==> src/rtl/core/tcp_pkg.sv <==
// ---------------------------------------------------------------------------
// time code line parser package
// shared types, character codes and field helpers
// ---------------------------------------------------------------------------
package tcp_pkg;

   // characters of interest on the line
   localparam logic [7:0] CHAR_LF    = 8'h0A;
   localparam logic [7:0] CHAR_CR    = 8'h0D;
   localparam logic [7:0] CHAR_STAR  = 8'h2A;
   localparam logic [7:0] CHAR_HASH  = 8'h23;
   localparam logic [7:0] CHAR_DASH  = 8'h2D;
   localparam logic [7:0] CHAR_PLUS  = 8'h2B;
   localparam logic [7:0] CHAR_SPACE = 8'h20;
   localparam logic [7:0] CHAR_COLON = 8'h3A;
   localparam logic [7:0] CHAR_N     = 8'h4E;

   // capture window from the dash: 20 characters, entries 1..18 are read
   localparam int CAP_LEN   = 20;
   localparam int CAP_FIRST = 1;
   localparam int CAP_LAST  = 18;
   localparam int CAP_CNT_W = 5;

   // "NO CARRIER"
   localparam int PAT_LEN   = 10;
   localparam int PAT_W     = 4;

   // year mapping and daylight code window
   localparam logic signed [12:0] YEAR_BASE  = 13'sd1900;
   localparam logic signed [12:0] YEAR_PIVOT = 13'sd1990;
   localparam logic signed [12:0] CENTURY    = 13'sd100;
   localparam logic signed [7:0]  DST_LOW    = 8'sd2;
   localparam logic signed [7:0]  DST_HIGH   = 8'sd51;

   localparam logic signed [4:0] ZONE_RESET = -5'sd7;

   localparam int TIME_W = 40;
   localparam logic [TIME_W-1:0] NEVER_TIME = '1;

   typedef enum logic [2:0] {
      ST_OK         = 3'd0,
      ST_NO_CARRIER = 3'd1,
      ST_OVERFLOW   = 3'd2,
      ST_FORMAT_BAD = 3'd3,
      ST_RANGE_BAD  = 3'd4
   } status_type;

   // what the capture stage shows the decoder
   typedef struct packed {
      logic                         carrier_seen;
      logic                         frame_ok;
      logic [1:0][7:0]              lead;
      logic [CAP_LAST:CAP_FIRST][7:0] cap;
   } line_view_type;

   // classification of the byte being processed
   typedef struct packed {
      logic skip;
      logic ends_line;
      logic overflow;
   } line_event_type;

   typedef struct packed {
      status_type  status;
      logic [11:0] year;
      logic [3:0]  month;
      logic [5:0]  day;
      logic [4:0]  hour;
      logic [5:0]  minute;
      logic [5:0]  second;
      logic        confirmed;
   } result_type;

   function automatic logic carrier_char_match(logic [PAT_W-1:0] idx, logic [7:0] c);
      logic [7:0] p;
      case (idx)
         4'd0:    p = 8'h4E; // N
         4'd1:    p = 8'h4F; // O
         4'd2:    p = 8'h20;
         4'd3:    p = 8'h43; // C
         4'd4:    p = 8'h41; // A
         4'd5:    p = 8'h52; // R
         4'd6:    p = 8'h52; // R
         4'd7:    p = 8'h49; // I
         4'd8:    p = 8'h45; // E
         4'd9:    p = 8'h52; // R
         default: p = 8'h00;
      endcase
      return (idx < 4'(PAT_LEN)) && (c == p);
   endfunction

   function automatic logic is_digit(logic [7:0] c);
      return c inside {[8'h30:8'h39]};
   endfunction

   function automatic logic is_space(logic [7:0] c);
      return c inside {CHAR_SPACE, [8'h09:8'h0D]};
   endfunction

   // two character field read like a c integer parse
   function automatic logic signed [7:0] parse2(logic [7:0] c0, logic [7:0] c1);
      logic signed [7:0] d0;
      logic signed [7:0] d1;
      logic signed [7:0] v;
      d0 = {4'b0000, c0[3:0]};
      d1 = is_digit(c1) ? {4'b0000, c1[3:0]} : 8'sd0;
      if (is_space(c0) || c0 == CHAR_PLUS) begin
         v = d1;
      end else if (c0 == CHAR_DASH) begin
         v = -d1;
      end else if (is_digit(c0)) begin
         v = is_digit(c1) ? (d0 <<< 3) + (d0 <<< 1) + d1 : d0;
      end else begin
         v = 8'sd0;
      end
      return v;
   endfunction

endpackage

==> src/rtl/core/tcp_channel_if.sv <==
// ---------------------------------------------------------------------------
// time code line parser channels
// valid/ready request and response channels
// ---------------------------------------------------------------------------
interface tcp_req_if;
   logic       valid;
   logic       ready;
   logic [7:0] rx_byte;
   logic       marker_ends_line;

   modport source (output valid, output rx_byte, output marker_ends_line, input ready);
   modport sink   (input valid, input rx_byte, input marker_ends_line, output ready);
endinterface

interface tcp_rsp_if;
   logic                valid;
   logic                ready;
   tcp_pkg::status_type status;
   logic [11:0]         year;
   logic [3:0]          month;
   logic [5:0]          day;
   logic [4:0]          hour;
   logic [5:0]          minute;
   logic [5:0]          second;
   logic                confirmed;

   modport source (output valid, output status, output year, output month, output day,
                   output hour, output minute, output second, output confirmed,
                   input ready);
   modport sink   (input valid, input status, input year, input month, input day,
                   input hour, input minute, input second, input confirmed,
                   output ready);
endinterface

==> src/rtl/core/tcp_line_capture.sv <==
// ---------------------------------------------------------------------------
// time code line capture
// per-character line state: position, dash anchor, capture window, carrier match
// ---------------------------------------------------------------------------
module tcp_line_capture #(
   parameter int LINE_MAX = 256
) (
   input  logic                   clock,
   input  logic                   reset,
   input  logic                   step,
   input  logic [7:0]             rx_byte,
   input  logic                   marker_ends_line,
   output tcp_pkg::line_event_type line_event,
   output tcp_pkg::line_view_type  line_view
);
   import tcp_pkg::*;

   localparam int POS_W = $clog2(LINE_MAX);

   logic [POS_W-1:0]               pos_ff, pos_in;
   logic                           dash_found_ff, dash_found_in;
   logic                           dash_early_ff, dash_early_in;
   logic [1:0][7:0]                recent_ff, recent_in;
   logic [CAP_CNT_W-1:0]           cap_cnt_ff, cap_cnt_in;
   logic [PAT_W-1:0]               prog_ff, prog_in;
   logic [CAP_LAST:CAP_FIRST][7:0] cap_ff;
   logic                           cap_write;

   always_comb begin
      line_event.skip      = (rx_byte == CHAR_LF);
      line_event.ends_line = (rx_byte == CHAR_CR) ||
                             (marker_ends_line && (rx_byte == CHAR_STAR || rx_byte == CHAR_HASH));
      line_event.overflow  = !line_event.skip && !line_event.ends_line &&
                             (pos_ff == POS_W'(LINE_MAX - 1));
   end

   always_comb begin
      pos_in        = pos_ff;
      dash_found_in = dash_found_ff;
      dash_early_in = dash_early_ff;
      recent_in     = recent_ff;
      cap_cnt_in    = cap_cnt_ff;
      prog_in       = prog_ff;
      cap_write     = 1'b0;
      if (step && !line_event.skip) begin
         if (line_event.ends_line || line_event.overflow) begin
            pos_in        = '0;
            dash_found_in = 1'b0;
            dash_early_in = 1'b0;
            recent_in     = '0;
            cap_cnt_in    = '0;
            prog_in       = '0;
         end else begin
            pos_in = pos_ff + 1'b1;
            if (!dash_found_ff) begin
               if (rx_byte == CHAR_DASH) begin
                  dash_found_in = 1'b1;
                  dash_early_in = (pos_ff < POS_W'(2));
                  cap_cnt_in    = CAP_CNT_W'(1);
               end else begin
                  recent_in = {rx_byte, recent_ff[1]};
               end
            end else if (cap_cnt_ff < CAP_CNT_W'(CAP_LEN)) begin
               cap_write  = 1'b1;
               cap_cnt_in = cap_cnt_ff + 1'b1;
            end
            // carrier match stops moving once the whole phrase is seen
            if (prog_ff < PAT_W'(PAT_LEN)) begin
               if (carrier_char_match(prog_ff, rx_byte)) begin
                  prog_in = prog_ff + 1'b1;
               end else begin
                  prog_in = (rx_byte == CHAR_N) ? PAT_W'(1) : '0;
               end
            end
         end
      end
   end

   always_ff @(posedge clock) begin
      if (reset) begin
         pos_ff        <= '0;
         dash_found_ff <= 1'b0;
         dash_early_ff <= 1'b0;
         recent_ff     <= '0;
         cap_cnt_ff    <= '0;
         prog_ff       <= '0;
      end else begin
         pos_ff        <= pos_in;
         dash_found_ff <= dash_found_in;
         dash_early_ff <= dash_early_in;
         recent_ff     <= recent_in;
         cap_cnt_ff    <= cap_cnt_in;
         prog_ff       <= prog_in;
      end
   end

   always_ff @(posedge clock) begin
      for (int i = CAP_FIRST; i <= CAP_LAST; i++) begin
         if (cap_write && cap_cnt_ff == CAP_CNT_W'(i)) begin
            cap_ff[i] <= rx_byte;
         end
      end
   end

   always_comb begin
      line_view.carrier_seen = (prog_ff >= PAT_W'(PAT_LEN));
      line_view.frame_ok     = dash_found_ff && !dash_early_ff &&
                               (cap_cnt_ff == CAP_CNT_W'(CAP_LEN));
      line_view.lead         = recent_ff;
      line_view.cap          = cap_ff;
   end

endmodule

==> src/rtl/core/tcp_field_decode.sv <==
// ---------------------------------------------------------------------------
// time code field decode
// separator check, field parse, range check, daylight and zone adjustment
// ---------------------------------------------------------------------------
module tcp_field_decode (
   input  tcp_pkg::line_view_type       line_view,
   input  logic                         overflow,
   input  logic signed [4:0]            zone_offset_hours,
   input  logic [tcp_pkg::TIME_W-1:0]   expected_time,
   output tcp_pkg::result_type          result,
   output logic [tcp_pkg::TIME_W-1:0]   next_expected
);
   import tcp_pkg::*;

   logic signed [7:0]  yy, mo, dd, hh, mi, ss, dst;
   logic signed [12:0] year_full;
   logic signed [6:0]  hour_adj;
   logic [5:0]         day_adj;
   logic [4:0]         hour_out;
   logic [3:0]         month_out;
   logic               seps_ok, range_ok;
   logic [TIME_W-1:0]  now_time;

   always_comb begin
      yy  = parse2(line_view.lead[0], line_view.lead[1]);
      mo  = parse2(line_view.cap[1],  line_view.cap[2]);
      dd  = parse2(line_view.cap[4],  line_view.cap[5]);
      hh  = parse2(line_view.cap[7],  line_view.cap[8]);
      mi  = parse2(line_view.cap[10], line_view.cap[11]);
      ss  = parse2(line_view.cap[13], line_view.cap[14]);
      dst = parse2(line_view.cap[16], line_view.cap[17]);

      seps_ok = line_view.cap[3] == CHAR_DASH && line_view.cap[6] == CHAR_SPACE &&
                line_view.cap[9] == CHAR_COLON && line_view.cap[12] == CHAR_COLON &&
                line_view.cap[15] == CHAR_SPACE && line_view.cap[18] == CHAR_SPACE;

      range_ok = mo >= 8'sd0 && mo <= 8'sd12 && dd >= 8'sd1 && dd <= 8'sd31 &&
                 hh >= 8'sd0 && hh <= 8'sd23 && mi >= 8'sd0 && mi <= 8'sd59 &&
                 ss >= 8'sd0 && ss <= 8'sd59;

      year_full = YEAR_BASE + 13'(yy);
      if (year_full < YEAR_PIVOT) begin
         year_full = year_full + CENTURY;
      end
      month_out = (mo == 8'sd0) ? 4'd12 : mo[3:0];

      // daylight hour, then zone offset with a single day carry
      hour_adj = 7'(hh) + 7'(zone_offset_hours) +
                 ((dst >= DST_LOW && dst <= DST_HIGH) ? 7'sd1 : 7'sd0);
      day_adj  = dd[5:0];
      if (hour_adj < 7'sd0) begin
         hour_adj = hour_adj + 7'sd24;
         day_adj  = day_adj - 1'b1;
      end else if (hour_adj > 7'sd23) begin
         hour_adj = hour_adj - 7'sd24;
         day_adj  = day_adj + 1'b1;
      end
      hour_out = hour_adj[4:0];

      now_time = {year_full[11:0], month_out, day_adj, hour_out, mi[5:0], 1'b0, ss[5:0]};

      result = '0;
      if (overflow) begin
         result.status = ST_OVERFLOW;
      end else if (line_view.carrier_seen) begin
         result.status = ST_NO_CARRIER;
      end else if (!line_view.frame_ok || !seps_ok) begin
         result.status = ST_FORMAT_BAD;
      end else if (!range_ok) begin
         result.status = ST_RANGE_BAD;
      end else begin
         result.status    = ST_OK;
         result.year      = year_full[11:0];
         result.month     = month_out;
         result.day       = day_adj;
         result.hour      = hour_out;
         result.minute    = mi[5:0];
         result.second    = ss[5:0];
         result.confirmed = (now_time == expected_time);
      end

      // seconds sit in a 7-bit slot, so adding one never carries upward
      next_expected = (result.status == ST_OK) ? now_time + 1'b1 : NEVER_TIME;
   end

endmodule

==> src/rtl/core/time_code_line_parser_unit.sv <==
// ---------------------------------------------------------------------------
// time code line parser unit
// parses a dial-up time service line one received character per request
// ---------------------------------------------------------------------------
// usage:
//  - req_port carries one received character (rx_byte) and marker_ends_line
//    per request; LF is dropped, CR ends the line, and with the marker set
//    '*' or '#' end it too
//  - rsp_port carries one response per ended line: status, the local date
//    and time, and confirmed when the previous line was good and this time
//    is its time plus a second
//  - csr_write_enable / csr_write_data load the signed zone offset in hours;
//    write it only while no request is in flight
//  - every request passes through the input register and then the capture
//    and decode logic; the response to the ending character is registered
//    in the response register
//  - throughput is one request per cycle unless the response stalls, set by
//    the single registered pass from input register to response register
//  - a waiting response does not block the input while the input register is
//    free; when the response is stalled and the input register is full,
//    req_port.ready drops until the response is taken
//  - reset (synchronous) empties both registers, clears the line state, sets
//    the zone offset to -7 and the expected time to never matching
// ---------------------------------------------------------------------------
module time_code_line_parser_unit #(
   parameter int LINE_MAX = 256
) (
   input  logic              clock,
   input  logic              reset,
   tcp_req_if.sink           req_port,
   tcp_rsp_if.source         rsp_port,
   input  logic              csr_write_enable,
   input  logic signed [4:0] csr_write_data
);
   import tcp_pkg::*;

   // input register
   logic       in_valid_ff, in_valid_in;
   logic [7:0] in_byte_ff;
   logic       in_marker_ff;

   // response register
   logic       rsp_valid_ff, rsp_valid_in;
   result_type rsp_data_ff;

   logic signed [4:0]  zone_ff;
   logic [TIME_W-1:0]  expected_ff;

   logic               req_take;
   logic               advance;
   logic               step;
   logic               emit;
   line_event_type     line_event;
   line_view_type      line_view;
   result_type         result;
   logic [TIME_W-1:0]  next_expected;

   // the pass moves whenever the response register is empty or being emptied
   assign advance  = !rsp_valid_ff || rsp_port.ready;
   assign req_port.ready = !in_valid_ff || advance;
   assign req_take = req_port.valid && req_port.ready;
   assign step     = in_valid_ff && advance;
   assign emit     = step && (line_event.ends_line || line_event.overflow);

   assign in_valid_in  = req_take || (in_valid_ff && !advance);
   assign rsp_valid_in = emit || (rsp_valid_ff && !rsp_port.ready);

   tcp_line_capture #(
      .LINE_MAX (LINE_MAX)
   ) u_capture (
      .clock            (clock),
      .reset            (reset),
      .step             (step),
      .rx_byte          (in_byte_ff),
      .marker_ends_line (in_marker_ff),
      .line_event       (line_event),
      .line_view        (line_view)
   );

   tcp_field_decode u_decode (
      .line_view         (line_view),
      .overflow          (line_event.overflow),
      .zone_offset_hours (zone_ff),
      .expected_time     (expected_ff),
      .result            (result),
      .next_expected     (next_expected)
   );

   // control state
   always_ff @(posedge clock) begin
      if (reset) begin
         in_valid_ff  <= 1'b0;
         rsp_valid_ff <= 1'b0;
         zone_ff      <= ZONE_RESET;
         expected_ff  <= NEVER_TIME;
      end else begin
         in_valid_ff  <= in_valid_in;
         rsp_valid_ff <= rsp_valid_in;
         if (csr_write_enable) begin
            zone_ff <= csr_write_data;
         end
         if (emit) begin
            expected_ff <= next_expected;
         end
      end
   end

   // payload registers
   always_ff @(posedge clock) begin
      if (req_take) begin
         in_byte_ff   <= req_port.rx_byte;
         in_marker_ff <= req_port.marker_ends_line;
      end
      if (emit) begin
         rsp_data_ff <= result;
      end
   end

   assign rsp_port.valid     = rsp_valid_ff;
   assign rsp_port.status    = rsp_data_ff.status;
   assign rsp_port.year      = rsp_data_ff.year;
   assign rsp_port.month     = rsp_data_ff.month;
   assign rsp_port.day       = rsp_data_ff.day;
   assign rsp_port.hour      = rsp_data_ff.hour;
   assign rsp_port.minute    = rsp_data_ff.minute;
   assign rsp_port.second    = rsp_data_ff.second;
   assign rsp_port.confirmed = rsp_data_ff.confirmed;

   // a failed line always drops the expected time back to never matching
   a_fail_clears_expected: assert property (@(posedge clock) disable iff (reset)
      emit && result.status != ST_OK |=> expected_ff == NEVER_TIME)
      else $error("expected time kept after a failed line");

   // a good response carries a mapped month and a wrapped hour
   a_ok_fields_in_range: assert property (@(posedge clock) disable iff (reset)
      rsp_valid_ff && rsp_data_ff.status == ST_OK |->
         rsp_data_ff.month >= 4'd1 && rsp_data_ff.month <= 4'd12 &&
         rsp_data_ff.hour <= 5'd23 && rsp_data_ff.year >= 12'd1990)
      else $error("good response with a field out of range");

   // a failed response has its time fields zeroed
   a_fail_fields_zero: assert property (@(posedge clock) disable iff (reset)
      rsp_valid_ff && rsp_data_ff.status != ST_OK |->
         rsp_data_ff.year == 12'd0 && rsp_data_ff.hour == 5'd0 && !rsp_data_ff.confirmed)
      else $error("failed response with time fields set");

   // a held request is neither lost nor overwritten while the pass is stalled
   a_stall_keeps_input: assert property (@(posedge clock) disable iff (reset)
      in_valid_ff && !advance |=> in_valid_ff && $stable(in_byte_ff))
      else $error("input register changed while stalled");

endmodule

==> src/flat_wrapper.sv <==
// flat-port wrapper written by rule: the top's interface ports become plain ports
module time_code_line_parser_unit_flat import tcp_pkg::*;
#(
   parameter int LINE_MAX = 256
)
  (clock, reset, csr_write_enable, csr_write_data, req_port_valid, req_port_rx_byte, req_port_marker_ends_line, req_port_ready, rsp_port_valid, rsp_port_status, rsp_port_year, rsp_port_month, rsp_port_day, rsp_port_hour, rsp_port_minute, rsp_port_second, rsp_port_confirmed, rsp_port_ready);
  tcp_req_if req_port_i ();
  tcp_rsp_if rsp_port_i ();
  input  logic clock;
  input  logic reset;
  input  logic csr_write_enable;
  input  logic signed [4:0] csr_write_data;
  input wire logic [$bits(req_port_i.valid)-1:0] req_port_valid;
  input wire logic [$bits(req_port_i.rx_byte)-1:0] req_port_rx_byte;
  input wire logic [$bits(req_port_i.marker_ends_line)-1:0] req_port_marker_ends_line;
  output wire logic [$bits(req_port_i.ready)-1:0] req_port_ready;
  output wire logic [$bits(rsp_port_i.valid)-1:0] rsp_port_valid;
  output wire logic [$bits(rsp_port_i.status)-1:0] rsp_port_status;
  output wire logic [$bits(rsp_port_i.year)-1:0] rsp_port_year;
  output wire logic [$bits(rsp_port_i.month)-1:0] rsp_port_month;
  output wire logic [$bits(rsp_port_i.day)-1:0] rsp_port_day;
  output wire logic [$bits(rsp_port_i.hour)-1:0] rsp_port_hour;
  output wire logic [$bits(rsp_port_i.minute)-1:0] rsp_port_minute;
  output wire logic [$bits(rsp_port_i.second)-1:0] rsp_port_second;
  output wire logic [$bits(rsp_port_i.confirmed)-1:0] rsp_port_confirmed;
  input wire logic [$bits(rsp_port_i.ready)-1:0] rsp_port_ready;
  assign req_port_i.valid = req_port_valid;
  assign req_port_i.rx_byte = req_port_rx_byte;
  assign req_port_i.marker_ends_line = req_port_marker_ends_line;
  assign req_port_ready = req_port_i.ready;
  assign rsp_port_valid = rsp_port_i.valid;
  assign rsp_port_status = rsp_port_i.status;
  assign rsp_port_year = rsp_port_i.year;
  assign rsp_port_month = rsp_port_i.month;
  assign rsp_port_day = rsp_port_i.day;
  assign rsp_port_hour = rsp_port_i.hour;
  assign rsp_port_minute = rsp_port_i.minute;
  assign rsp_port_second = rsp_port_i.second;
  assign rsp_port_confirmed = rsp_port_i.confirmed;
  assign rsp_port_i.ready = rsp_port_ready;
  time_code_line_parser_unit #(.LINE_MAX(LINE_MAX)) u_core (.clock(clock), .reset(reset), .req_port(req_port_i), .rsp_port(rsp_port_i), .csr_write_enable(csr_write_enable), .csr_write_data(csr_write_data));
endmodule
==> config.mk <==
export PLATFORM = sky130hd
export DESIGN_NAME = time_code_line_parser_unit_flat
export DESIGN_NICKNAME = d
export VERILOG_FILES = /design/src/rtl/core/tcp_pkg.sv /design/src/rtl/core/tcp_channel_if.sv /design/src/rtl/core/tcp_line_capture.sv /design/src/rtl/core/tcp_field_decode.sv /design/src/rtl/core/time_code_line_parser_unit.sv /design/src/flat_wrapper.sv
export SDC_FILE = /design/constraint.sdc
export NUM_CORES = 1
export LEC_CHECK = 0
export BUFFER_PORTS_ARGS = -buffer_cell sky130_fd_sc_hd__buf_2
export CORE_MARGIN = 5
export CORE_UTILIZATION = 55
export CTS_CLUSTER_DIAMETER = 120
export DETAILED_ROUTE_END_ITERATION = 8
export PLACE_DENSITY_LB_ADDON = 0.1
export SETUP_SLACK_MARGIN = 0.5
export SKIP_LAST_GASP = 1
export SLEW_MARGIN = 40
export SYNTH_ARGS = -nofsm -noshare
export SYNTH_HDL_FRONTEND = slang
export SYNTH_SLANG_ARGS = --single-unit
==> constraint.sdc <==
create_clock -name clock -period 8 [get_ports clock]
set_input_delay 0 -clock clock [delete_from_list [all_inputs] [get_ports clock]]
set_output_delay 0 -clock clock [all_outputs]
set_load 0.05 [all_outputs]
==> qor.csv, run 1 <==
stage;metric;value;unit
job;number of max-cap violations;0;
global_route;vias in the first global route;12500;
critical_path;crit path max fanout;8;
yosys;Avg Synthesized Cell Area;9.99;um2
final_layout;Antenna diodes;0;
power_and_ir_drop;P per Cell Area;174;nW/um2
critical_path;Crit-path slowest cell;edfxtp_1;
critical_path;R2R Path Start;u_core.u_capture.line_view[130]$_DFFE_PP_;
place;RD Place Congestion;0.939;
yosys;Post-Syn Area;16300;um2
critical_path;depth of the worst register-to-register path;28;
sta;Final Cycle Share;82.5;%
clocking;TritonCTS buffer count;34;
yosys;fraction of the mapped netlist area in simple logic gates;21.2;%
clocking;Clock Root Buffer;clkbuf_16;
floorplan;core footprint;29500;um2
clocking;clk buf depth;3;
detailed_routing;Post-DRT Antenna Nets;0;
detailed_routing;DRT Pass-1 Iters;5;
yosys;predominant post-synthesis flop cell;edfxtp_1;
place;IO Port Bufs;63;
power_and_ir_drop;worst vdd ir;195;uV
final_layout;proportion of layout cells with a drive suffix above 1;9.60;%
critical_path;Critical Path RT;8.35;ns
final_layout;most common cell after layout, fill and taps aside;edfxtp_1;
hold_path;Worst Hold Depth;2;
critical_path;critical path startpoint category;register;
critical_path;r2r endpoint;u_core.rsp_port.confirmed$_SDFFCE_PP0P_;
sta;Worst Tran Pin Value;0.850;ns
floorplan;chip width;182;um
yosys;syn_nets;1758;
yosys;flops & latches, synth;285;
yosys;post-synthesis cell type count;98;
yosys;complex-gate fraction of the synthesized area;14.2;%
yosys;top-area cell type share of the netlist area;36.0;%
final_layout;fin area;18400;um2
critical_path;Max stage delay on crit path;0.41;ns
critical_path;R2R setup slack;1.40;ns
power_and_ir_drop;LEAKAGE;0.00686;uW
detailed_routing;post-DR vias/cell;6.07;
final_layout;commonest cells after routing, fill and taps aside;196 x edfxtp_1, 175 x nor2_1, 148 x nand2_1;
yosys;mux contribution to synthesized area;1.19;%
floorplan;Die ar.;33200;um2
floorplan;site row count;63;
global_route;gr usage total;24.1;%
floorplan;Initial Util;55.4;%
critical_path;CP most frequent cell;o21ai_0;
yosys;EDFF count, synth;196;
sta;Max Clock Freq;0.151;GHz
yosys;Yosys warning count;0;
critical_path;delay-heaviest family, CP;compound AO/OA/AOI/OAI gates;
floorplan;I/O pin count;64;
floorplan;die height;182;um
final_layout;Area growth syn-to-layout;12.5;%
yosys;main combinational cell family by area after synthesis;simple AND/OR/NAND/NOR gates;
clocking;Clk pin slew, worst setup/hold paths;0.06;ns
run_status;status;completed;
sta;RSZ-0062 raised after global routing;false;
sta;max-slew violation count;0;
yosys;Area contributors post-synth;edfxtp_1 36%, dfxtp_1 11%, ha_1 6.9%, nor2_1 4.1%, nand2_1 3.4%;
clocking;H-tree depth;2;
global_route;initial antenna violation count;0;
hold_path;hold path startpoint;reset;
global_route;first-pass GRT wire length;65.4;mm
critical_path;crit path DAT;6.95;ns
detailed_routing;First DRT Iteration DRCs;1032;
global_route;largest net degree at the start of global routing;92;
clocking;TritonCTS clock tree;built;
global_route;grt total ovfl;0;
yosys;Post-Synthesis Cells;1634;
sta;setup TNS;0;ns
hold_path;WHS Endpoint;u_core.u_capture.line_view[159]$_SDFFE_PP0P_;
sta;Min Hold Slack;0.0240;ns
sta;Fin Clk Skew;0.0205;ns
yosys;Synth async-reset ratio;0;%
yosys;adder-cell share of the synthesized area;8.73;%
critical_path;Buf/Inv on CP;1;
detailed_routing;Total Routed Length;40.7;mm
detailed_routing;DRC;0;
sta;Final setup viols;0;
clocking;Worst-Skew Late Latency;0.53;ns
final_layout;Nets;1840;
hold_path;worst hold path type;input pin to register;
detailed_routing;average wire per standard cell;19.1;um
critical_path;worst setup path class;register to register;
critical_path;endpoint class of the critical path;register;
detailed_routing;vias after detailed routing;12900;
place;DP HPWL;28.4;mm
clocking;clk sinks;285;
yosys;Synth Area in XOR/XNOR;4.53;%
place;placed cell area;17000;um2
yosys;sequential area share after synthesis;47.0;%
clocking;cts repair resizes;0;
sta;Final min period;6.60;ns
sta;Final Hold Fails;0;
yosys;biggest area consumer among synthesized cells;edfxtp_1;
sta;worst relative slew slack;43.1;%
[area by class of cell]
type                    instances  area (um2)
flip-flops and latches        285        7670
well taps                     390         488
clock inverters                13         134
repair buffers                101         658
inverters                      78         295
fillers                      2463       11100
clock buffers                  46         937
multi-input cells            1216        8180
[registers in the layout, indices dropped and copies added, names as in the netlist, 3 cells and up, named ones only]
name	cells
u_core.u_capture.cap_cnt_ff	5
u_core.rsp_port.year	12
u_core.rsp_port.status	3
u_core.rsp_port.month	4
u_core.u_capture.line_view	160
u_core.u_capture.pos_ff	8
u_core.rsp_port.hour	5
u_core.rsp_port.second	6
u_core.rsp_port.minute	6
u_core.zone_ff	5
u_core.u_capture.prog_ff	4
u_core.expected_ff	40
u_core.rsp_port.day	6
u_core.in_byte_ff	8
[repair_timing]
item / 4_1_cts / 5_1_grt
endpoints found under the hold margin: 16 / 0
hold buffers: 23 / 0
setup buffers: 0 / 0
[kinds of logic (layout without fill, tap and decap cells)]
| group | after synthesis | after routing |
|---|---|---|
| XOR/XNOR | 78 | 78 |
| flip-flops | 285 | 285 |
| AND/OR/NAND/NOR | 667 | 667 |
| adder cells (fa/ha/maj) | 105 | 105 |
| buffers and inverters | 133 | 238 |
| multiplexers | 19 | 19 |
| AO/OA/AOI/OAI | 347 | 347 |
[synthesized netlist by cell type (16+ instances only)]
cell / instances
o22ai_1: 34
ha_1: 90
o21ai_0: 72
nand4_1: 28
nor3_1: 46
xnor2_1: 42
dfxtp_1: 89
clkbuf_1: 42
a21oi_1: 63
mux2i_1: 16
nor2_1: 178
edfxtp_1: 196
inv_1: 73
nand2b_1: 22
xor2_1: 32
nor4_1: 22
a22oi_1: 20
nand3_1: 51
and3_1: 21
nor2b_1: 27
nand2_1: 148
[where the power goes]
part,internal (uW),switching [uW]
Clock,866,617
Sequential,1590,16.4
Combinational,43.1,72.9
Total,2500,706
[through the flow]
stage                     worst slack [ns]  total power, uW  util (%)  cells
after floorplan                       2.25             1690         -   1634
after global placement                1.67             1740      57.7   2046
after detailed placement              1.40             1740      57.8   2047
after CTS                             1.39             3230      62.2   2129
after global routing                 0.897             3310      62.3   2129
final                                 1.40             3200      62.3   2129
[worst max path at each step]
stage / to / depth (start not counted) / startpoint / slack (ns)
detailed placement: u_core.rsp_port.confirmed$_SDFFCE_PP0P_ / 28 / u_core.u_capture.line_view[130]$_DFFE_PP_ / 1.40
global placement: u_core.rsp_port.confirmed$_SDFFCE_PP0P_ / 28 / u_core.u_capture.line_view[129]$_DFFE_PP_ / 1.67
CTS: u_core.rsp_port.confirmed$_SDFFCE_PP0P_ / 28 / u_core.u_capture.line_view[130]$_DFFE_PP_ / 1.39
floorplan: u_core.rsp_port.confirmed$_SDFFCE_PP0P_ / 29 / u_core.u_capture.line_view[129]$_DFFE_PP_ / 2.25
global route: u_core.rsp_port.confirmed$_SDFFCE_PP0P_ / 28 / u_core.u_capture.line_view[130]$_DFFE_PP_ / 0.90
finish: u_core.rsp_port.confirmed$_SDFFCE_PP0P_ / 28 / u_core.u_capture.line_view[130]$_DFFE_PP_ / 1.40
[metal layers]
metal | wire, um | part of all wire (%) | up-vias | track usage [%]
met5 | 0 | 0 | - | 0
li1 | - | - | 6250 | -
met3 | 2390 | 5.9 | 81 | 3.19
met4 | 1170 | 2.9 | 0 | 7.66
met2 | 18900 | 47 | 416 | 39.8
met1 | 18200 | 45 | 6167 | 33.4
[worst register-to-register path, delay by kind of cell (launching register included)]
kind / cells / cell delay, ns
AOI/OAI and AO/OA: 12 / 2.23
xor gates and xnor gates: 3 / 0.55
adders and majority gates: 5 / 1.48
buffers and inverters: 1 / 0.06
DFF: 1 / 0.41
and+or+nand+nor: 7 / 1.71
Power figures use the tool's default switching activity.
==> inputs of run 2 (changes only) <==
--- a/config.mk
+++ b/config.mk
@@ -5,6 +5,7 @@
 export SDC_FILE = /design/constraint.sdc
 export NUM_CORES = 1
 export LEC_CHECK = 0
+export ABC_AREA = 1
 export BUFFER_PORTS_ARGS = -buffer_cell sky130_fd_sc_hd__buf_2
 export CORE_MARGIN = 5
 export CORE_UTILIZATION = 55
==> constraint.sdc (replaced) <==
create_clock -name clock -period 5.3 [get_ports clock]
set_input_delay 0 -clock clock [delete_from_list [all_inputs] [get_ports clock]]
set_output_delay 0 -clock clock [all_outputs]
set_load 0.05 [all_outputs]
==> qor.csv, run 2 <==
stage;metric;value;unit;change
yosys;predominant post-synthesis flop cell;edfxtp_1;;
floorplan;Die ar.;34800;um2;+4.5%
global_route;gr usage total;23.7;%;-0.46 points
power_and_ir_drop;Int Pwr;3800;uW;+52%
sta;Final Hold Fails;0;;unchanged
place;Post-Place Worst Slack;-0.167;ns;-1.57 ns
detailed_routing;First DRT Iteration DRCs;1052;;+1.9%
clocking;Worst-Skew Late Latency;0.58;ns;+0.05 ns
place;DP HPWL;30.6;mm;+7.6%
detailed_routing;DRT Pass-1 Iters;5;;unchanged
detailed_routing;DRC;0;;unchanged
power_and_ir_drop;Sw Ratio;21.7;%;-0.32 points
final_layout;Nets;2432;;+32%
power_and_ir_drop;P per Cell Area;243;nW/um2;+39%
sta;Final min period;5.41;ns;-1.20 ns
detailed_routing;Total Routed Length;42.7;mm;+4.8%
yosys;post-synthesis cell type count;57;;-42%
floorplan;core footprint;30700;um2;+4.0%
final_layout;proportion of layout cells with a drive suffix above 1;13.1;%;+3.5 points
yosys;sequential area share after synthesis;44.8;%;-2.2 points
global_route;vias in the first global route;13900;;+11%
yosys;Post-Synthesis Cells;2144;;+31%
yosys;Avg Synthesized Cell Area;7.98;um2;-20%
critical_path;endpoint class of the critical path;register;;
power_and_ir_drop;LEAKAGE;0.00939;uW;+37%
global_route;grt total ovfl;0;;unchanged
place;IO Port Bufs;63;;unchanged
sta;Final setup viols;1;;+1
floorplan;I/O pin count;64;;unchanged
final_layout;Antenna diodes;0;;unchanged
yosys;EDFF count, synth;196;;unchanged
final_layout;fin area;20000;um2;+8.8%
global_route;met1 layer usage reported by global route;33.2;%;-0.16 points
global_route;largest net degree at the start of global routing;102;;+11%
global_route;busiest grt layer;met2;;
global_route;GR Layer Usage met3;2.78;%;-0.41 points
yosys;Synth async-reset ratio;0;%;unchanged
sta;setup TNS;-0.108;ns;-0.108 ns
critical_path;depth of the worst register-to-register path;39;;+39%
floorplan;Initial Util;55.8;%;+0.42 points
critical_path;CP most frequent cell;nand2_1;;
final_layout;max reg flops;160;;unchanged
critical_path;worst setup path class;register to register;;
critical_path;Max stage delay on crit path;0.42;ns;about the same
final_layout;fillers;2605;;+5.8%
run_status;violated checks;negative setup slack;;
critical_path;crit path DAT;5.83;ns;-1.12 ns
floorplan;die height;186;um;+2.2%
hold_path;Worst Hold Depth;2;;unchanged
yosys;flops & latches, synth;285;;unchanged
critical_path;Crit-path slowest cell;fa_2;;
place;RD Place Congestion;0.936;;-0.23%
power_and_ir_drop;share of total power in the clock network;45.1;%;-1.2 points
hold_path;worst hold path type;input pin to register;;
clocking;Clk pin slew, worst setup/hold paths;0.06;ns;about the same
yosys;most common library cells after synthesis;531 x nand2_1, 325 x inv_1, 229 x nor2_1;;
clocking;Clock Root Buffer;clkbuf_16;;
final_layout;most common cell after layout, fill and taps aside;nand2_1;;
detailed_routing;vias after detailed routing;14800;;+14%
critical_path;Critical Path RT;5.72;ns;-2.63 ns
job;number of max-cap violations;0;;unchanged
sta;max-slew violation count;0;;unchanged
yosys;most numerous cell in the Yosys netlist;nand2_1;;
sta;PnR worst setup slack;-0.108;ns;-1.50 ns
run_status;status;finished, violations left;;
yosys;Yosys warning count;0;;unchanged
yosys;Post-Syn Area;17100;um2;+4.8%
sta;RSZ-0062 raised after global routing;true;;
floorplan;site row count;64;;+1.6%
power_and_ir_drop;worst vdd ir;271;uV;+39%
global_route;met2 Use GR;39.9;%;+0.15 points
global_route;first-pass GRT wire length;69.4;mm;+6.1%
global_route;initial antenna violation count;0;;unchanged
sta;Final Cycle Share;102;%;+19 points
power_and_ir_drop;switching power;1050;uW;+49%
sta;Fin Clk Skew;0.0305;ns;+0.0100 ns
sta;Worst Tran Pin Value;0.721;ns;-0.129 ns
floorplan;chip width;186;um;+2.2%
yosys;top-area cell type share of the netlist area;34.4;%;-1.7 points
clocking;H-tree depth;1;;-1
power_and_ir_drop;Comb power frac;5.0;%;+1.4 points
power_and_ir_drop;Seq pwr share;49.9;%;-0.2 points
yosys;Area contributors post-synth;edfxtp_1 34%, nand2_1 12%, dfxtp_1 10%, inv_1 7.1%, ha_1 6.6%;;
critical_path;critical path startpoint category;register;;
sta;Min Hold Slack;0.138;ns;+0.113 ns
power_and_ir_drop;PnR Total Power;4850;uW;+51%
sta;worst relative slew slack;51.7;%;+8.6 points
detailed_routing;average wire per standard cell;15.6;um;-18%
yosys;biggest area consumer among synthesized cells;edfxtp_1;;
clocking;clk buf depth;3;;unchanged
sta;Max Clock Freq;0.185;GHz;+22%
final_layout;Area growth syn-to-layout;16.8;%;
yosys;syn_nets;2268;;+29%
detailed_routing;Post-DRT Antenna Nets;0;;unchanged
clocking;TritonCTS clock tree;built;;
detailed_routing;post-DR vias/cell;5.41;;-11%
place;placed cell area;18200;um2;+6.7%
clocking;TritonCTS buffer count;30;;-12%
critical_path;crit path max fanout;5;;-3
clocking;clk sinks;285;;unchanged
final_layout;commonest cells after routing, fill and taps aside;511 x nand2_1, 318 x inv_1, 222 x nor2_1;;
run 2: cell types whose count changed after synthesis, moves of 17 or more:
cell and delta:
nand2_1 +383, inv_1 +252, nand3_1 +127, nor2_1 +51, xnor2_1 -33, clkbuf_1 -29, nor2b_1 -27, nand2b_1 -22
a22oi_1 -20, and3_1 -20, nand4_1 +20, o211ai_1 +18, nand2_2 +17
run 2: worst max-delay path, delay by kind of cell, from the launching register on:
family / cells / cell delay [ns]
simple gates: 20 / 2.04
fa+ha+maj: 4 / 1.05
compound gates: 7 / 0.85
xor+xnor: 2 / 0.51
buf+inv: 6 / 0.46
flops: 1 / 0.35
run 2: path summary, 6_finish.rpt:
check | start | slack (ns) | endpoint
min | req_port_marker_ends_line | 0.14 | u_core.in_marker_ff$_DFFE_PP_
max reg2reg | u_core.u_capture.line_view[135]$_DFFE_PP_ | -0.11 | u_core.rsp_port.confirmed$_SDFFCE_PP0P_
max | u_core.u_capture.line_view[135]$_DFFE_PP_ | -0.11 | u_core.rsp_port.confirmed$_SDFFCE_PP0P_
min reg2reg | u_core.u_capture.line_view[150]$_SDFFE_PP0P_ | 0.48 | u_core.u_capture.line_view[150]$_SDFFE_PP0P_
run 2: timing repair:
action / 4_1_cts / 5_1_grt
endpoints found under the hold margin: 29 / 0
pin swaps: 30 / 13
hold buffers: 29 / 0
setup endpoints to repair: 17 / 28
setup buffers: 16 / 7
gates resized for setup: 47 / 47
run 2: cell type report:
cell class	count	area (um2)	area share, %
Multi-Input combinational cell	1490	8290	41.5
Sequential cell	285	7670	38.4
Inverter	339	1280	6.40
Timing Repair Buffer	162	1210	6.08
Clock buffer	38	791	3.96
Tap cell	396	495	2.48
Clock inverter	17	251	1.26
run 2: power groups by stage:
stage / Combinational, uW / Clock, uW / Sequential (uW)
after floorplan: 108 / 0 / 2470
after detailed placement: 194 / 0 / 2470
after global placement: 183 / 0 / 2480
final: 243 / 2190 / 2420
after global routing: 267 / 2310 / 2420
after CTS: 225 / 2220 / 2420
run 2: kinds of logic (layout without fill, tap and decap cells):
family	after synthesis	count (layout)	share of synthesized area [%]
AO/OA/AOI/OAI	246	246	8.31
XOR/XNOR	26	26	1.41
adder cells (fa/ha/maj)	105	105	8.33
buffers and inverters	369	556	8.30
flip-flops	285	285	44.8
AND/OR/NAND/NOR	1113	1113	28.9
run 2: per-layer routing:
layer / routed length [um] / vias to the layer above
met2: 20100 / 428
met4: 954 / 0
met5: 0 / -
li1: - / 7465
met1: 19000 / 6798
met3: 2560 / 73
run 2: through the flow:
step / instances / utilization, %
floorplan: 2144 / -
global placement: 2618 / 59.2
detailed placement: 2620 / 59.3
CTS: 2720 / 64.5
global route: 2727 / 65.2
finish: 2727 / 65.2
==> inputs of run 3 (changes only) <==
--- a/config.mk
+++ b/config.mk
@@ -5,7 +5,7 @@
 export SDC_FILE = /design/constraint.sdc
 export NUM_CORES = 1
 export LEC_CHECK = 0
-export ABC_AREA = 1
+export ABC_AREA = 0
 export BUFFER_PORTS_ARGS = -buffer_cell sky130_fd_sc_hd__buf_2
 export CORE_MARGIN = 5
 export CORE_UTILIZATION = 55
==> qor.csv, run 3 (same netlist as run 1, synthesis figures left out) <==
stage;metric;value;unit;change
run_status;status;finished, violations left;;
run_status;violated checks;negative setup slack;;
final_layout;fin area;20000;um2;about the same
global_route;vias in the first global route;13000;;-6.5%
floorplan;die height;182;um;-2.2%
global_route;initial antenna violation count;0;;unchanged
sta;Fin Clk Skew;0.0263;ns;-0.00416 ns
global_route;first-pass GRT wire length;67.7;mm;-2.5%
detailed_routing;First DRT Iteration DRCs;985;;-6.4%
sta;Final setup viols;6;;+5
critical_path;R2R Path Start;u_core.u_capture.line_view[129]$_DFFE_PP_;;
floorplan;Initial Util;55.4;%;-0.42 points
final_layout;fillers;2282;;-12%
place;DP HPWL;29.7;mm;-3.0%
final_layout;Area growth syn-to-layout;22.3;%;
clocking;Worst-Skew Late Latency;0.53;ns;-0.05 ns
power_and_ir_drop;worst vdd ir;266;uV;-1.9%
place;RD Place Congestion;0.921;;-1.6%
global_route;gr usage total;25.0;%;+1.4 points
clocking;clk buf depth;3;;unchanged
critical_path;crit path DAT;6.03;ns;+0.20 ns
clocking;TritonCTS buffer count;34;;+13%
critical_path;Critical Path RT;5.64;ns;-0.08 ns
power_and_ir_drop;P per Cell Area;257;nW/um2;+5.8%
sta;Worst Tran Pin Value;1.05;ns;+0.332 ns
final_layout;Multi-input gate area;8720;um2;+5.2%
sta;PnR worst setup slack;-0.381;ns;-0.273 ns
sta;Max Clock Freq;0.176;GHz;-4.8%
critical_path;endpoint class of the critical path;register;;
sta;RSZ-0062 raised after global routing;true;;
final_layout;Final Instance Count excl. Fillers;2245;;-18%
sta;Final Cycle Share;107;%;+5.2 points
place;placed cell area;17800;um2;-2.3%
final_layout;Nets;1953;;-20%
detailed_routing;vias after detailed routing;13500;;-8.7%
critical_path;crit path max fanout;4;;-1
critical_path;worst setup path class;register to register;;
final_layout;commonest cells after routing, fill and taps aside;196 x edfxtp_1, 171 x nor2_1, 141 x nand2_1;;
final_layout;Antenna diodes;0;;unchanged
critical_path;CP Launch Point;u_core.u_capture.line_view[129]$_DFFE_PP_;;
detailed_routing;Post-DRT Antenna Nets;0;;unchanged
hold_path;worst hold path type;input pin to register;;
sta;setup TNS;-0.759;ns;-0.651 ns
detailed_routing;DRC;0;;unchanged
floorplan;I/O pin count;64;;unchanged
detailed_routing;average wire per standard cell;18.9;um;+21%
sta;worst relative slew slack;29.6;%;-22 points
sta;Final min period;5.68;ns;+0.273 ns
final_layout;max reg flops;160;;unchanged
clocking;TritonCTS clock tree;built;;
final_layout;proportion of layout cells with a drive suffix above 1;20.6;%;+7.5 points
detailed_routing;Total Routed Length;42.4;mm;-0.67%
detailed_routing;DRT Pass-1 Iters;7;;+2
clocking;H-tree depth;2;;+1
final_layout;register area;7670;um2;about the same
clocking;Clock Root Buffer;clkbuf_16;;
floorplan;chip width;182;um;-2.2%
detailed_routing;post-DR vias/cell;6.00;;+11%
place;Placed Instances;2133;;-19%
power_and_ir_drop;LEAKAGE;0.00763;uW;-19%
critical_path;critical path startpoint category;register;;
clocking;clk sinks;285;;unchanged
sta;Min Hold Slack;0.0380;ns;-0.0996 ns
place;Post-Place Worst Slack;-0.692;ns;-0.525 ns
global_route;grt total ovfl;0;;unchanged
sta;max-slew violation count;0;;unchanged
floorplan;site row count;63;;-1.6%
floorplan;Die ar.;33200;um2;-4.4%
floorplan;core footprint;29500;um2;-3.9%
clocking;Clk pin slew, worst setup/hold paths;0.06;ns;about the same
place;IO Port Bufs;63;;unchanged
global_route;largest net degree at the start of global routing;98;;-3.9%
final_layout;most common cell after layout, fill and taps aside;edfxtp_1;;
sta;Final Hold Fails;0;;unchanged
hold_path;hold path startpoint;reset;;
job;number of max-cap violations;0;;unchanged
run 3: changes by cell type in the layout (fill, tap and decap cells not counted), sizes merged, moves of 18 or more:
cell and delta:
o211ai -18, nand2b +22, nor2 -67, nand3 -131, and3 +20, nor2b +27, inv -259, buf +58
nand4 -21, a22oi +20, nand2 -402, xnor2 +33
run 3: power breakdown:
part,switching (uW),total [uW],internal [uW]
sequential,25.2,2420,2400
combinational,121,208,86.9
clock,938,2500,1560
run 3: final timing paths:
check                                             endpoint  slack [ns]  cells after the start
hold / removal    u_core.u_capture.prog_ff[0]$_SDFFE_PP0P_        0.04                      2
setup / recovery   u_core.rsp_port.confirmed$_SDFFCE_PP0P_       -0.38                     26
setup reg to reg   u_core.rsp_port.confirmed$_SDFFCE_PP0P_       -0.38                     26
hold reg to reg         u_core.expected_ff[4]$_SDFFE_PP1P_        0.51                      2
run 3: stage by stage:
step	power [uW]	util [%]
6_report	5130	67.7
5_1_grt	5290	67.7
4_1_cts	5160	65.7
3_5_place_dp	2650	60.3
3_3_place_gp	2640	60.2
2_1_floorplan	2560	-
run 3: worst max-delay path, stage by stage (launching register included):
cell and delay, ns:
edfxtp_1 0.38, o21ai_1 0.14, and4_4 0.25, nand2_4 0.07, xnor2_2 0.14, ha_4 0.30, inv_2 0.04, fa_2 0.40
nor2_2 0.12, nand4_1 0.15, o22ai_2 0.18, nand3b_1 0.08, o21ai_1 0.17, a21oi_1 0.09, buf_4 0.16, fa_2 0.34
inv_2 0.06, fa_2 0.46, xor2_1 0.17, a2111oi_2 0.30, o211ai_1 0.15, a31oi_1 0.16, o311ai_0 0.13, or4_1 0.51
nor4_2 0.25, nand4_1 0.14, nor4_2 0.14
run 3: what timing repair did:
item | CTS | global route
pin swaps | 12 | 31
gates cloned | 0 | 0
hold buffers | 23 | 0
gates resized for setup | 29 | 88
setup buffers | 1 | 26
endpoints found under the hold margin | 16 | 0
setup endpoints to repair | 80 | 80
run 3: layer usage:
layer	GRT usage (%)	vias to the layer above	routed length [um]
met3	3.87	74	2330
met4	7.75	0	1150
met1	34.0	6527	18700
met5	0	-	0
li1	-	6478	-
met2	41.7	396	20200
run 3: final cells by class:
cell class	instances	area share (%)
Sequential cell	285	38.4
Multi-Input combinational cell	1216	43.7
Clock inverter	20	1.65
Timing Repair Buffer	214	7.86
Clock buffer	42	4.46
Tap cell	390	2.44
Inverter	78	1.48
